===== src/dq_pkg.sv =====
`timescale 1ns / 1ps
// ----------------------------------------------------------------------------
// dq_pkg: shared types and constants for the double-ended queue
// Opcode and status codes, controller states and the command/status bundles
// that join the controller to the datapath.
// ----------------------------------------------------------------------------
package dq_pkg;

    // Default geometry
    localparam int DEPTH_DEF      = 16;
    localparam int DATA_WIDTH_DEF = 32;

    // Fixed field widths on the channels
    localparam int OP_W     = 3;
    localparam int WORD_W   = 32;
    localparam int STATUS_W = 2;
    localparam int COUNT_W  = 5;

    // Request opcodes; code 7 is unused and acts as a no-op
    typedef enum logic [OP_W-1:0] {
        OP_PUSH_FRONT = 3'd0,
        OP_PUSH_BACK  = 3'd1,
        OP_POP_FRONT  = 3'd2,
        OP_POP_BACK   = 3'd3,
        OP_PEEK_FRONT = 3'd4,
        OP_PEEK_BACK  = 3'd5,
        OP_CLEAR      = 3'd6
    } dq_op_t;

    // Result status codes
    typedef enum logic [STATUS_W-1:0] {
        ST_DONE  = 2'd0,
        ST_EMPTY = 2'd1,
        ST_FULL  = 2'd2
    } dq_status_t;

    // Controller states
    typedef enum logic [1:0] {
        S_IDLE = 2'd0,
        S_EXEC = 2'd1,
        S_READ = 2'd2,
        S_RESP = 2'd3
    } dq_state_t;

    // Controller to datapath
    typedef struct packed {
        logic load;     // capture the request beat
        logic exec;     // carry out the captured request
        logic take_rd;  // latch the word read from the ring
    } dq_cmd_t;

    // Datapath to controller
    typedef struct packed {
        logic rd_issue; // a ring read was started this cycle
    } dq_stat_t;

endpackage


===== src/dq_if.sv =====
`timescale 1ns / 1ps
// ----------------------------------------------------------------------------
// dq_if: request and result channels of the double-ended queue
// Each channel carries valid, ready and its payload; a beat moves on a
// rising edge with valid and ready both high.
// ----------------------------------------------------------------------------
interface dq_req_if;
    logic                          valid;
    logic                          ready;
    logic [dq_pkg::OP_W-1:0]       opcode;
    logic [dq_pkg::WORD_W-1:0]     value_in;

    modport source (output valid, output opcode, output value_in, input ready);
    modport sink   (input valid, input opcode, input value_in, output ready);
endinterface

interface dq_rsp_if;
    logic                          valid;
    logic                          ready;
    logic [dq_pkg::WORD_W-1:0]     value_out;
    logic [dq_pkg::STATUS_W-1:0]   status;
    logic [dq_pkg::COUNT_W-1:0]    count;
    logic                          empty_res;

    modport source (output valid, output value_out, output status, output count,
                    output empty_res, input ready);
    modport sink   (input valid, input value_out, input status, input count,
                    input empty_res, output ready);
endinterface


===== src/dq_ram.sv =====
`timescale 1ns / 1ps
// ----------------------------------------------------------------------------
// dq_ram: generic single-port RAM
// One address per cycle for a write or a read; read data is registered.
// ----------------------------------------------------------------------------
module dq_ram #(
    parameter int WIDTH = 32,
    parameter int DEPTH = 16
) (
    input  logic                     clk,
    input  logic                     we,
    input  logic                     re,
    input  logic [$clog2(DEPTH)-1:0] addr,
    input  logic [WIDTH-1:0]         wdata,
    output logic [WIDTH-1:0]         rdata
);

    logic [WIDTH-1:0] mem [DEPTH];
    logic [WIDTH-1:0] rdata_reg;

    // Write and registered read
    always_ff @(posedge clk)
    begin
        if (we)
        begin
            mem[addr] <= wdata;
        end
        if (re)
        begin
            rdata_reg <= mem[addr];
        end
    end

    assign rdata = rdata_reg;

endmodule


===== src/dq_ctrl.sv =====
`timescale 1ns / 1ps
// ----------------------------------------------------------------------------
// dq_ctrl: request sequencer for the double-ended queue
// Takes one request beat, runs it through the datapath, waits for the ring
// read when one was started, then holds the result until it is taken.
// ----------------------------------------------------------------------------
module dq_ctrl (
    input  logic            clk,
    input  logic            rst_n,
    input  logic            in_valid,
    output logic            in_ready,
    output logic            out_valid,
    input  logic            out_ready,
    output dq_pkg::dq_cmd_t cmd,
    input  dq_pkg::dq_stat_t stat
);
    import dq_pkg::*;

    dq_state_t state_reg;
    dq_state_t state_next;

    // State register
    always_ff @(posedge clk or negedge rst_n)
    begin
        if (!rst_n)
        begin
            state_reg <= S_IDLE;
        end
        else
        begin
            state_reg <= state_next;
        end
    end

    // Next state
    always_comb
    begin
        state_next = state_reg;
        unique case (state_reg)
            S_IDLE:
            begin
                if (in_valid)
                begin
                    state_next = S_EXEC;
                end
            end
            S_EXEC:
            begin
                state_next = stat.rd_issue ? S_READ : S_RESP;
            end
            S_READ:
            begin
                state_next = S_RESP;
            end
            S_RESP:
            begin
                if (out_ready)
                begin
                    state_next = S_IDLE;
                end
            end
            default:
            begin
                state_next = S_IDLE;
            end
        endcase
    end

    // Outputs
    always_comb
    begin
        in_ready    = 1'b0;
        out_valid   = 1'b0;
        cmd         = '0;
        unique case (state_reg)
            S_IDLE:
            begin
                in_ready = 1'b1;
                cmd.load = in_valid;
            end
            S_EXEC:
            begin
                cmd.exec = 1'b1;
            end
            S_READ:
            begin
                cmd.take_rd = 1'b1;
            end
            S_RESP:
            begin
                out_valid = 1'b1;
            end
            default:
            begin
                in_ready = 1'b0;
            end
        endcase
    end

endmodule


===== src/dq_datapath.sv =====
`timescale 1ns / 1ps
// ----------------------------------------------------------------------------
// dq_datapath: ring pointers, slot storage and result registers
// Holds the head index and fill count, drives the slot RAM and builds the
// result of each request.
// ----------------------------------------------------------------------------
module dq_datapath #(
    parameter int DEPTH      = dq_pkg::DEPTH_DEF,
    parameter int DATA_WIDTH = dq_pkg::DATA_WIDTH_DEF
) (
    input  logic                          clk,
    input  logic                          rst_n,
    input  dq_pkg::dq_cmd_t               cmd,
    output dq_pkg::dq_stat_t              stat,
    input  logic [dq_pkg::OP_W-1:0]       opcode,
    input  logic [dq_pkg::WORD_W-1:0]     value_in,
    output logic [dq_pkg::WORD_W-1:0]     value_out,
    output logic [dq_pkg::STATUS_W-1:0]   status,
    output logic [dq_pkg::COUNT_W-1:0]    count,
    output logic                          empty_res
);
    import dq_pkg::*;

    localparam int AW  = $clog2(DEPTH);
    localparam int CW  = $clog2(DEPTH + 1);
    localparam int SW  = CW + 1;
    localparam int XW  = (DATA_WIDTH > WORD_W) ? DATA_WIDTH : WORD_W;
    localparam int CXW = (CW > COUNT_W) ? CW : COUNT_W;

    localparam logic [AW-1:0] LAST_IDX = AW'(DEPTH - 1);
    localparam logic [CW-1:0] FULL_CNT = CW'(DEPTH);
    localparam logic [SW-1:0] DEPTH_S  = SW'(DEPTH);

    // Request registers
    dq_op_t                op_reg;
    logic [DATA_WIDTH-1:0] word_reg;
    logic [XW-1:0]         word_ext;

    // Queue state
    logic [AW-1:0] head_reg;
    logic [AW-1:0] head_next;
    logic [CW-1:0] cnt_reg;
    logic [CW-1:0] cnt_next;

    // Result registers
    dq_status_t        status_reg;
    dq_status_t        status_next;
    logic [WORD_W-1:0] vout_reg;
    logic [WORD_W-1:0] vout_next;

    // Ring access
    logic                  ram_we;
    logic                  ram_re;
    logic [AW-1:0]         ram_addr;
    logic [DATA_WIDTH-1:0] ram_rdata;
    logic [XW-1:0]         rdata_ext;

    // Pointer arithmetic
    logic          is_full;
    logic          ring_empty;
    logic [AW-1:0] head_inc;
    logic [AW-1:0] head_dec;
    logic [SW-1:0] back_sum;
    logic [SW-1:0] back_wrap;
    logic [SW-1:0] tail_sum;
    logic [SW-1:0] tail_wrap;
    logic [CXW-1:0] cnt_ext;

    assign word_ext = XW'(value_in);

    // Capture the request beat and register the result fields
    always_ff @(posedge clk)
    begin
        if (cmd.load)
        begin
            op_reg   <= dq_op_t'(opcode);
            word_reg <= word_ext[DATA_WIDTH-1:0];
        end
        status_reg <= status_next;
        vout_reg   <= vout_next;
    end

    // Queue state registers
    always_ff @(posedge clk or negedge rst_n)
    begin
        if (!rst_n)
        begin
            head_reg <= '0;
            cnt_reg  <= '0;
        end
        else
        begin
            head_reg <= head_next;
            cnt_reg  <= cnt_next;
        end
    end

    // Ring neighbors of the head and the two ends' slot indexes
    assign is_full    = (cnt_reg == FULL_CNT);
    assign ring_empty = (cnt_reg == '0);
    assign head_inc   = (head_reg == LAST_IDX) ? '0 : head_reg + 1'b1;
    assign head_dec   = (head_reg == '0) ? LAST_IDX : head_reg - 1'b1;
    assign back_sum   = SW'(head_reg) + SW'(cnt_reg);
    assign back_wrap  = (back_sum >= DEPTH_S) ? back_sum - DEPTH_S : back_sum;
    assign tail_sum   = back_sum - 1'b1;
    assign tail_wrap  = (tail_sum >= DEPTH_S) ? tail_sum - DEPTH_S : tail_sum;

    // Carry out the request
    always_comb
    begin
        head_next     = head_reg;
        cnt_next      = cnt_reg;
        status_next   = status_reg;
        vout_next     = vout_reg;
        ram_we        = 1'b0;
        ram_re        = 1'b0;
        ram_addr      = head_reg;
        stat.rd_issue = 1'b0;

        if (cmd.exec)
        begin
            status_next = ST_DONE;
            vout_next   = '0;
            case (op_reg)
                OP_PUSH_FRONT:
                begin
                    if (is_full)
                    begin
                        status_next = ST_FULL;
                    end
                    else
                    begin
                        ram_addr  = head_dec;
                        ram_we    = 1'b1;
                        head_next = head_dec;
                        cnt_next  = cnt_reg + 1'b1;
                    end
                end
                OP_PUSH_BACK:
                begin
                    if (is_full)
                    begin
                        status_next = ST_FULL;
                    end
                    else
                    begin
                        ram_addr = back_wrap[AW-1:0];
                        ram_we   = 1'b1;
                        cnt_next = cnt_reg + 1'b1;
                    end
                end
                OP_POP_FRONT, OP_PEEK_FRONT:
                begin
                    if (ring_empty)
                    begin
                        status_next = ST_EMPTY;
                    end
                    else
                    begin
                        ram_addr      = head_reg;
                        ram_re        = 1'b1;
                        stat.rd_issue = 1'b1;
                        if (op_reg == OP_POP_FRONT)
                        begin
                            head_next = head_inc;
                            cnt_next  = cnt_reg - 1'b1;
                        end
                    end
                end
                OP_POP_BACK, OP_PEEK_BACK:
                begin
                    if (ring_empty)
                    begin
                        status_next = ST_EMPTY;
                    end
                    else
                    begin
                        ram_addr      = tail_wrap[AW-1:0];
                        ram_re        = 1'b1;
                        stat.rd_issue = 1'b1;
                        if (op_reg == OP_POP_BACK)
                        begin
                            cnt_next = cnt_reg - 1'b1;
                        end
                    end
                end
                OP_CLEAR:
                begin
                    head_next = '0;
                    cnt_next  = '0;
                end
                default:
                begin
                    status_next = ST_DONE;
                end
            endcase
        end

        // Latch the word read from the ring
        if (cmd.take_rd)
        begin
            vout_next = rdata_ext[WORD_W-1:0];
        end
    end

    // Slot storage
    dq_ram #(
        .WIDTH (DATA_WIDTH),
        .DEPTH (DEPTH)
    ) u_slots (
        .clk   (clk),
        .we    (ram_we),
        .re    (ram_re),
        .addr  (ram_addr),
        .wdata (word_reg),
        .rdata (ram_rdata)
    );

    assign rdata_ext = XW'(ram_rdata);
    assign cnt_ext   = CXW'(cnt_reg);

    // Result fields
    assign value_out = vout_reg;
    assign status    = status_reg;
    assign count     = cnt_ext[COUNT_W-1:0];
    assign empty_res = ring_empty;

endmodule


===== src/double_ended_queue_core.sv =====
`timescale 1ns / 1ps
// ----------------------------------------------------------------------------
// double_ended_queue_core: double-ended queue of data words in a ring
// Push or pop at either end, peek at either end, or clear; one result beat
// for every request beat.
//
//   Channel | Dir | Payload                                   | Beat when
//   req     | in  | opcode, value_in                          | valid && ready
//   rsp     | out | value_out, status, count, empty_res        | valid && ready
//
// The result is valid once the sequencer has passed its exec state, and its
// read state too when it reads a slot, for the registered read of the
// single-port slot RAM. The sequencer goes back to idle after the result
// beat before it accepts another request.
// One request is in flight at a time; req.ready is high only when idle.
// A held result stalls the next request until rsp.ready takes it.
// Reset clears the head index and fill count at once; slots need no clearing.
// ----------------------------------------------------------------------------
module double_ended_queue_core #(
    parameter int DEPTH      = dq_pkg::DEPTH_DEF,
    parameter int DATA_WIDTH = dq_pkg::DATA_WIDTH_DEF
) (
    input  logic     clk,
    input  logic     rst_n,
    dq_req_if.sink   req,
    dq_rsp_if.source rsp
);
    import dq_pkg::*;

    dq_cmd_t  cmd;
    dq_stat_t stat;

    // Sequencer
    dq_ctrl u_ctrl (
        .clk       (clk),
        .rst_n     (rst_n),
        .in_valid  (req.valid),
        .in_ready  (req.ready),
        .out_valid (rsp.valid),
        .out_ready (rsp.ready),
        .cmd       (cmd),
        .stat      (stat)
    );

    // Pointers, slots and results
    dq_datapath #(
        .DEPTH      (DEPTH),
        .DATA_WIDTH (DATA_WIDTH)
    ) u_datapath (
        .clk       (clk),
        .rst_n     (rst_n),
        .cmd       (cmd),
        .stat      (stat),
        .opcode    (req.opcode),
        .value_in  (req.value_in),
        .value_out (rsp.value_out),
        .status    (rsp.status),
        .count     (rsp.count),
        .empty_res (rsp.empty_res)
    );

endmodule


===== src/flat_wrapper.sv =====
// flat-port wrapper written by rule: the top's interface ports become plain ports
module double_ended_queue_core_flat import dq_pkg::*;
#(
    parameter int DEPTH      = dq_pkg::DEPTH_DEF,
    parameter int DATA_WIDTH = dq_pkg::DATA_WIDTH_DEF
)
  (clk, rst_n, req_valid, req_opcode, req_value_in, req_ready, rsp_valid, rsp_value_out, rsp_status, rsp_count, rsp_empty_res, rsp_ready);
  dq_req_if req_i ();
  dq_rsp_if rsp_i ();
  input  logic clk;
  input  logic rst_n;
  input wire logic [$bits(req_i.valid)-1:0] req_valid;
  input wire logic [$bits(req_i.opcode)-1:0] req_opcode;
  input wire logic [$bits(req_i.value_in)-1:0] req_value_in;
  output wire logic [$bits(req_i.ready)-1:0] req_ready;
  output wire logic [$bits(rsp_i.valid)-1:0] rsp_valid;
  output wire logic [$bits(rsp_i.value_out)-1:0] rsp_value_out;
  output wire logic [$bits(rsp_i.status)-1:0] rsp_status;
  output wire logic [$bits(rsp_i.count)-1:0] rsp_count;
  output wire logic [$bits(rsp_i.empty_res)-1:0] rsp_empty_res;
  input wire logic [$bits(rsp_i.ready)-1:0] rsp_ready;
  assign req_i.valid = req_valid;
  assign req_i.opcode = req_opcode;
  assign req_i.value_in = req_value_in;
  assign req_ready = req_i.ready;
  assign rsp_valid = rsp_i.valid;
  assign rsp_value_out = rsp_i.value_out;
  assign rsp_status = rsp_i.status;
  assign rsp_count = rsp_i.count;
  assign rsp_empty_res = rsp_i.empty_res;
  assign rsp_i.ready = rsp_ready;
  double_ended_queue_core #(.DEPTH(DEPTH), .DATA_WIDTH(DATA_WIDTH)) u_core (.clk(clk), .rst_n(rst_n), .req(req_i), .rsp(rsp_i));
endmodule

===== config.mk =====
export PLATFORM = sky130hd
export DESIGN_NAME = double_ended_queue_core_flat
export DESIGN_NICKNAME = d
export VERILOG_FILES = /design/src/dq_pkg.sv /design/src/dq_if.sv /design/src/dq_ram.sv /design/src/dq_ctrl.sv /design/src/dq_datapath.sv /design/src/double_ended_queue_core.sv /design/src/flat_wrapper.sv
export SDC_FILE = /design/constraint.sdc
export NUM_CORES = 1
export LEC_CHECK = 0
export ABC_CLOCK_PERIOD_IN_PS = 14200
export BUFFER_PORTS_ARGS = -buffer_cell sky130_fd_sc_hd__buf_4
export CORE_ASPECT_RATIO = 0.9
export CORE_MARGIN = 10
export CORE_UTILIZATION = 55
export CTS_BUF_LIST = sky130_fd_sc_hd__clkbuf_4
export CTS_CLUSTER_SIZE = 40
export DETAILED_ROUTE_END_ITERATION = 8
export GPL_TIMING_DRIVEN = 0
export PLACE_DENSITY = 0.72
export SLEW_MARGIN = 20
export SYNTH_ARGS = -nofsm -noshare
export SYNTH_HDL_FRONTEND = slang
export SYNTH_SLANG_ARGS = --single-unit
export TNS_END_PERCENT = 100

===== constraint.sdc =====
create_clock -name clk -period 14.2 [get_ports clk]
set_input_delay 2.13 -clock clk [delete_from_list [all_inputs] [get_ports clk]]
set_output_delay 2.13 -clock clk [all_outputs]
set_load 0.01 [all_outputs]

==> results of run 1 <==
## synthesized netlist by cell type (14+ instances only)
| cell | number | area share, % |
|---|---|---|
| and2_1 | 36 | 0.91 |
| a311oi_1 | 33 | 1.2 |
| nand2_1 | 253 | 3.8 |
| nand3_1 | 72 | 1.4 |
| and3_1 | 35 | 0.88 |
| inv_1 | 14 | 0.21 |
| buf_2 | 14 | 0.28 |
| a2bb2oi_1 | 32 | 1.1 |
| mux2_2 | 32 | 1.4 |
| edfxtp_1 | 613 | 74 |
| mux2i_1 | 157 | 6.3 |
| nor2_1 | 28 | 0.42 |
| clkbuf_1 | 57 | 0.86 |
| o221ai_1 | 31 | 1.1 |
| a21oi_1 | 45 | 0.91 |
## power groups by stage
| stage | logic [mW] | registers [mW] | clock network (mW) |
|---|---|---|---|
| global route | 2.67 | 2.46 | 1.59 |
| CTS | 2.49 | 2.44 | 1.48 |
| floorplan | 1.55 | 2.47 | 0 |
| detailed placement | 2.47 | 2.48 | 0 |
| global placement | 2.35 | 2.48 | 0 |
| finish | 2.50 | 2.44 | 1.46 |
## routing by layer
layer  global-route usage [%]  wire length (um)  vias up
li1                         -                 -     6677
met5                        0                 0        -
met3                     5.20              5350      135
met2                     34.4             28300      776
met1                     28.2             23600     7301
met4                     7.88              1390        0
## how the worst max path moves through the flow
stage                                                      start                                             end
after floorplan           u_core.u_datapath.count[0]$_DFFE_PN0P_   u_core.u_datapath.u_slots.mem[0][0]$_DFFE_PP_
after global placement    u_core.u_datapath.count[0]$_DFFE_PN0P_  u_core.u_datapath.u_slots.mem[5][15]$_DFFE_PP_
after detailed placement  u_core.u_datapath.count[0]$_DFFE_PN0P_  u_core.u_datapath.u_slots.mem[1][15]$_DFFE_PP_
after CTS                 u_core.u_datapath.count[0]$_DFFE_PN0P_  u_core.u_datapath.u_slots.mem[8][25]$_DFFE_PP_
after global routing      u_core.u_datapath.count[0]$_DFFE_PN0P_  u_core.u_datapath.u_slots.mem[8][25]$_DFFE_PP_
final                     u_core.u_datapath.count[0]$_DFFE_PN0P_  u_core.u_datapath.u_slots.mem[1][25]$_DFFE_PP_
## cell usage in the layout (no fill, tap or decap), drive strengths merged, types with 4 or more instances in the layout
cell type,synthesis,final
clkbuf,59,274
a311oi,33,33
and3,35,35
o221ai,31,31
clkinvlp,0,4
a2bb2oi,32,32
edfxtp,613,613
o21ai,11,11
nor2b,6,6
mux2i,157,157
mux2,32,32
inv,14,19
nand2,253,253
xor2,5,5
a21oi,45,45
bufinv,0,4
and2,36,36
clkinv,0,29
ha,13,13
a31oi,5,5
dfrtp,11,11
buf,34,133
nor2,28,28
nand3,72,72
## logic make-up after synthesis
logic type,count (synthesis),share of synthesized area [%]
buf+inv,107,2.09
flops,624,75.1
xor+xnor,6,0.241
mux,189,7.76
compound gates,190,5.72
fa+ha+maj,15,0.815
simple gates,451,8.27
## layout make-up
cell class	instances	area, um^2	area share [%]
Tap cell	600	751	2.61
Clock buffer	215	1610	5.61
Multi-Input combinational cell	851	5810	20.2
Antenna cell	2	5.00	0.0174
Clock inverter	42	283	0.984
Buffer	93	468	1.63
Inverter	14	52.6	0.183
Sequential cell	624	18700	65.0
Timing Repair Buffer	99	1090	3.78
## per-stage QoR
stage | power (mW) | utilization [%]
floorplan | 4.02 | -
global placement | 4.83 | 59.0
detailed placement | 4.95 | 60.3
CTS | 6.41 | 64.6
global route | 6.71 | 64.6
finish | 6.39 | 64.6
## critical path: cells and delay by family (launching register included)
family,cells,cell delay (ns)
buffers and inverters,4,1.34
and+or+nand+nor,3,1.74
AOI/OAI and AO/OA,2,0.27
DFF,1,0.49
adders and majority gates,3,1.13
==> reports/summary.md, run 1 <==
The run finished with clean final reports. Max-slew headroom at the worst pin: 35.9%. Averaged over all synthesized cells, the footprint is 15.7 um^2. After the first detailed-routing iteration, the DRC count stood at 1531. For this design the top-level I/O count stands at 81. The detail route stage leaves a number of antenna-violating nets equal to 0. Die outline area: 54200 um^2. The static power due to leakage was 10.2 nW. The tools report the final hold violation count as 0. The signal on the critical path passes through ha_1 -> fa_1 -> inv_1 -> ha_1 -> a2111oi_0 -> a21o_1 -> nor2_1 -> clkbuf_1 -> clkbuf_1 -> nand3_1 -> nor2_4 -> buf_16. The register with the most flip-flops in the layout has 512 of them. The share of synthesized registers carrying an async set or reset is 1.76%. For the finished layout, the period the worst path requires is 5.35 ns. The number of synthesized flops with an enable pin works out to 613. TritonCTS built the clock tree.

The total DRC errors in the routed layout was 0; the via count of the first global-routing pass was 15200. The worst stage delay on the critical path was 0.74 ns; the horizontal die dimension was 244 um. In the synthesized netlist the dominant register cell turns out to be edfxtp_1. The maximum clock frequency is 187 MHz. Setup repair after global routing left no endpoint under its margin. The clock arrives with 0.0689 ns of skew. The first global-routing pass estimated 88900 um of wire.

The worst setup path is launched from a register. Of the synthesized area, sequential elements account for 75.1%. The signal arrival time at the worst endpoint is 5.89 ns, and the number of buffers added for setup after CTS is 0. For this configuration, the core starts out at a cell density of 55.9%. For the worst-skew pair, the clock arrives at the later sink with an insertion delay of 0.90 ns. For the number of nets in the synthesized netlist, the log shows 1636. The startpoint identified for the worst hold timing path is u_core.u_datapath.u_slots.rdata[1]$_DFFE_PP_. The path depth of the worst reg2reg path was 12; the average routed wire per standard cell was 23.1 um. Post-route worst setup slack: 8.85 ns.

Dividing the detail-routed via count by the number of cells gives 5.86. The required time reported for the critical path endpoint is 14.74 ns, and the share of layout cells above drive strength 1 is 21.9%. Yosys mapped the design onto 66 distinct sky130hd cell types. The final critical-path share of the clock period was 37.7%.

The port buffer count is 80, and the layout overhead on the synthesized area is 15.6%. In this run the power spent charging and discharging nets is 2.39 mW. Total power density per cell area: 222 nW/um^2.

The clock transition at the register clock pins on the worst setup and hold paths after CTS came out at 0.06 ns. Classification of the worst-slack hold path: reg -> reg. The detailed router placed 14900 vias in this run. The largest driver fanout on the critical path was 17.

Combinational cells account for 39.0% of the total power. The tools report the instance count of the mapped netlist as 1582. The first-pass iteration count of the detailed router was 5. The number of antenna violations at the first check in global routing was 2; the actual slew at the worst max-slew pin was 0.962 ns.

Root buffer selected by CTS: clkbuf_4. The die is 222 um tall. Counting the fill cells in the layout gives 3113. The reported max-cap violation count came out at 0. The number of cells on the worst hold path came out at 1. The clock passes through at most 3 buffers. The logs give 0 for the number of gates resized after CTS and 26800 um^2 for the total cell area at the placement stage. The number of levels in the clock H-tree is 4. The region available for standard cell placement spans 44500 um^2.

In the final design database the tool counted 1890 nets. Summed over all layers, the routed wires come to 58600 um. The logs give 8.95 ns for the worst-case setup slack after placement and 38.2% for the sequential group share of total power. The number of clock sinks seen by CTS was 624; the total instance count after detailed placement was 2281. The synthesized area is 24900 um^2, and the number of CTS-inserted buffers is 153.

The post-route worst hold slack came out at 0.508 ns. With fillers left out, the area of the finished cells amounts to 28800 um^2. The tools report the source of the worst register-to-register timing path as u_core.u_datapath.count[0]$_DFFE_PN0P_. Routability-driven placement finished with a final weighted congestion of 0.868. IR analysis of the VDD net gives a maximum drop of 0.000149 V. The worst register-to-register path ends at u_core.u_datapath.u_slots.mem[1][25]$_DFFE_PP_. Internal power comes to 4.00 mW. The final total negative setup slack was 0 ns; the largest net degree at the start of global routing was 36. For the share of total power in the clock network, the log shows 22.8%. Global routing consumed, over all layers together, 21.5% of the routing resources. In this run switching power makes up 37.4% of total power. The post-synthesis register bit count works out to 624. The critical setup path kind is reg -> reg. The logs give 73 for the floorplan row count and 38000 um for the half-perimeter wire length after detailed placement. The finished layout holds 2540 standard cells, fillers aside. The tools report the max-slew violation count as 0. The total overflow left after global routing is 0. Setup violations remaining at the end of the flow were counted as 0. The slowest stage of the critical path belongs to the cell nor2_4.

The path with the worst hold slack has its endpoint at u_core.u_datapath.value_out[1]$_SDFFCE_PP0P_. Most flop-heavy register: u_core.u_datapath.u_slots.mem. Hold repair after CTS inserted 0 buffers. STA classifies the critical path endpoint as a register.

The setup check on the worst reg-to-reg path leaves a slack of 8.85 ns. The total number of yosys warnings is 0.
Note: power is estimated with default switching activity, not from simulation.
==> run 2, diff against run 1 <==
- ABC_CLOCK_PERIOD_IN_PS: 14200 -> 5600
- clock period: 14.2 -> 5.6 ns (I/O delays scaled with it)
==> run 2 against run 1 <==
Die area unchanged. Wire length up 0.25%. First-iteration DRC count grew 5.6%. Cell count up 0.12%. Flip-flop and latch count stayed put. Worst setup slack worse by 8.6 ns. Critical path type unchanged. Largest cell class unchanged. Clock power grew to 2.5 times the previous value. Hold slack lost 0.40 ns. Sequential power rose to 2.5 times the previous value. Highest routed layer unchanged. Critical endpoint unchanged. Sequential share of layout area down 0.074 points. Critical path depth stayed put. Combinational power grew to 2.5 times the previous value.
==> reports/summary.md, run 2 (synthesis results as in run 1) <==
The routing usage on met1 is 28.3% (was 28.2%), and the remaining global-route overflow is 0 (unchanged). The final critical-path share of the clock period was 96.4% (was 37.7%). The logs give 81 (unchanged) for the I/O pin total and 3106 (was 3113) for the filler cell count. The number of DRC markers in iteration 0 is 1616 (was 1531). Port buffer count: 80 (unchanged).

The post-route worst hold slack is 0.112 ns (was 0.508 ns). The portion of total power attributed to combinational logic was 39.1% (was 39.0%); the deepest clock path buffer count was 3 (unchanged). The die outline area is 54200 um^2 (unchanged), and the total net switching power is 6.07 mW (was 2.39 mW).

The most flop-heavy register was u_core.u_datapath.u_slots.mem (unchanged). Final non-filler cell area: 28800 um^2 (about the same). The layout overhead on the synthesized area was 15.7% (was 15.6%). The effective utilization at floorplan was 55.9% (unchanged); the average vias per placed instance was 5.89 (was 5.86). The total cell area at the placement stage is 26800 um^2 (unchanged).

The logs give 1892 (was 1890) for the final-stage net count and 6.14 ns (was 14.74 ns) for the required time reported for the critical path endpoint. The share of layout cells above drive strength 1 is 21.9% (about the same), and the maximum clock frequency is 185 MHz (was 187 MHz). The clock transition at the register clock pins on the worst setup and hold paths after CTS is 0.07 ns (was 0.06 ns), and the number of antenna violations at the first check in global routing is 2 (unchanged). The actual slew at the worst max-slew pin came out at 0.940 ns (was 0.962 ns).

Ordered cell list for the critical path: ha_1 -> fa_1 -> inv_1 -> ha_1 -> a2111oi_0 -> a21o_1 -> nor2_1 -> clkbuf_1 -> clkbuf_1 -> nand3_1 -> nor2_4 -> buf_16 (unchanged). For the first-pass GRT wire length, the log shows 89000 um (was 88900 um). The final total negative setup slack is 0 ns (unchanged). The final clock skew is 0.0739 ns (was 0.0689 ns). For the final hold violation count, the log shows 0 (unchanged). Power consumption: 16.2 mW (was 6.39 mW).

The run gives 38000 um (unchanged) as the half-perimeter wire length after detailed placement. The largest voltage drop on the vdd net is 0.000381 V (was 0.000149 V). Most congested layer reported by global routing: met2 (unchanged). Largest net degree at the start of global routing: 36 (unchanged).

The critical setup path kind was reg -> reg (unchanged). The flow ran to the end, and the final reports show no timing, DRC or antenna violations. For the reported max-cap violation count, the log shows 0 (unchanged).

The largest driver fanout on the critical path works out to 17 (unchanged). The kind of end point of the critical path was a register (unchanged). The tools report the number of levels in the clock H-tree as 4 (unchanged). The horizontal die dimension works out to 244 um (unchanged). For the post-route worst setup slack, the log shows 0.204 ns (was 8.85 ns). TritonCTS built the clock tree. Area of the core: 44500 um^2 (unchanged). The share of total power in the clock network was 22.8% (about the same); the max-slew violation count was 0 (unchanged).

The max-slew headroom at the worst pin came out at 37.3% (was 35.9%). The tools report the total DRC errors in the routed layout as 0 (unchanged). The static power due to leakage is 10.3 nW (was 10.2 nW), and the number of gates resized after CTS is 0 (unchanged). The tools report the worst-case setup slack after placement as 0.345 ns (was 8.95 ns).

The average routed wire per standard cell works out to 23.1 um (about the same). The worst stage delay on the critical path was 0.72 ns (was 0.74 ns). The count of endpoints failing setup in the final report was 0 (unchanged). Insertion delay of the later-clocked pin in the worst-skew pair: 0.90 ns (about the same). Setup repair after global routing left no endpoint under its margin. The critical path's slowest cell was nor2_4 (unchanged). The flip-flop count of the largest register, all copies and words added came out at 512 (unchanged).

The via count of the first global-routing pass was 15200 (about the same); the shortest clock period the worst path allows after layout was 5.40 ns (was 5.35 ns). For the signal arrival time at the worst endpoint, the log shows 5.93 ns (was 5.89 ns). The root buffer selected by CTS is clkbuf_4 (unchanged). Classification of the worst-slack hold path: in -> reg (was reg -> reg).

The total power density per cell area was 564 nW/um^2 (was 222 nW/um^2); the sequential group share of total power was 38.2% (about the same). The most common cell after layout, fill and taps aside is edfxtp_1 (unchanged). The internal power component is 10.2 mW (was 4.00 mW). The vias after detailed routing was 15000 (was 14900). The die outline height was 222 um (unchanged); the number of clock sinks seen by CTS was 624 (unchanged). For the total global-route track usage, the log shows 21.5% (about the same). For the first-pass iteration count of the detailed router, the log shows 6 (was 5). Met3 routing resource usage after global routing: 5.20% (unchanged). Most used cells in the layout excluding fill and tap cells: 613 x edfxtp_1, 253 x nand2_1, 217 x clkbuf_4 (unchanged). The switching fraction of total power was 37.4% (about the same); the floorplan row count was 73 (unchanged). For the met2 track utilization from global routing, the log shows 34.4% (about the same). The wire length after detailed routing came out at 58700 um (was 58600 um).

Startpoint kind of the worst setup timing path: a register (unchanged). The logs give 153 (unchanged) for the number of CTS-inserted buffers and 0 (unchanged) for the remaining number of nets flagged by the antenna check after routing. The run gives 0.868 (unchanged) as the weighted congestion at the end of routability-driven global placement.
-- run 2: changes by cell type in the layout (fill, tap and decap cells not counted) --
cell / change
dlygate4sd3_1: +1
buf_12: +1
diode_2: +1
-- run 2: power groups by stage --
stage | combinational [mW] | clock (mW) | sequential, mW
final | 6.34 | 3.69 | 6.19
after global routing | 6.77 | 4.02 | 6.24
after CTS | 6.31 | 3.76 | 6.19
after detailed placement | 6.27 | 0 | 6.28
after global placement | 5.97 | 0 | 6.29
after floorplan | 3.93 | 0 | 6.27
-- run 2: path summary, 6_finish.rpt --
path                                                                   start                                              to  slack (ns)  cells past startpoint
worst min register to register  u_core.u_datapath.u_slots.rdata[1]$_DFFE_PP_    u_core.u_datapath.value_out[1]$_SDFFCE_PP0P_        0.51                      1
min in group asynchronous                                              rst_n          u_core.u_datapath.count[2]$_DFFE_PN0P_        0.36                      2
worst min-delay path                                           req_opcode[0]           u_core.u_datapath.op_reg[0]$_DFFE_PP_        0.11                      1
worst max-delay path                  u_core.u_datapath.count[0]$_DFFE_PN0P_  u_core.u_datapath.u_slots.mem[1][25]$_DFFE_PP_        0.20                     12
max in group asynchronous                                              rst_n       u_core.u_datapath.head_reg[3]$_DFFE_PN0P_        5.06                      2
worst max register to register        u_core.u_datapath.count[0]$_DFFE_PN0P_  u_core.u_datapath.u_slots.mem[1][25]$_DFFE_PP_        0.20                     12
-- run 2: stage by stage --
stage	utilization (%)	cells
detailed placement	60.3	2281
global route	64.7	2542
global placement	59.0	2262
CTS	64.6	2539
floorplan	-	1582
finish	64.7	2543
-- run 2: final cells by class --
| cell class | count | area (um^2) | share of cell area (%) |
|---|---|---|---|
| diodes | 3 | 7.51 | 0.0261 |
| plain buffers | 93 | 468 | 1.63 |
| clock buffers | 215 | 1610 | 5.61 |
| clock inverters | 42 | 283 | 0.982 |
| inverters | 14 | 52.6 | 0.183 |
| multi-input cells | 851 | 5810 | 20.2 |
| flip-flops and latches | 624 | 18700 | 64.9 |
| well taps | 600 | 751 | 2.61 |
| repair buffers | 101 | 1120 | 3.88 |
-- run 2: per-layer routing --
layer	part of all wire (%)	vias up
li1	-	6681
met1	41	7381
met2	48	786
met3	8.6	134
met4	2.4	0
met5	0	-
-- run 2: critical path: cells and delay by family, from the launching register on --
family / cells / cell delay (ns)
simple gates: 3 / 1.76
fa+ha+maj: 3 / 1.13
buf+inv: 4 / 1.35
compound gates: 2 / 0.27
flops: 1 / 0.49
-- run 2: repair_timing --
action / 4_1_cts / 5_1_grt
setup endpoints to repair: 0 / 4
setup buffers: 0 / 1
hold endpoints to repair: 11 / 0
hold buffers: 1 / 0
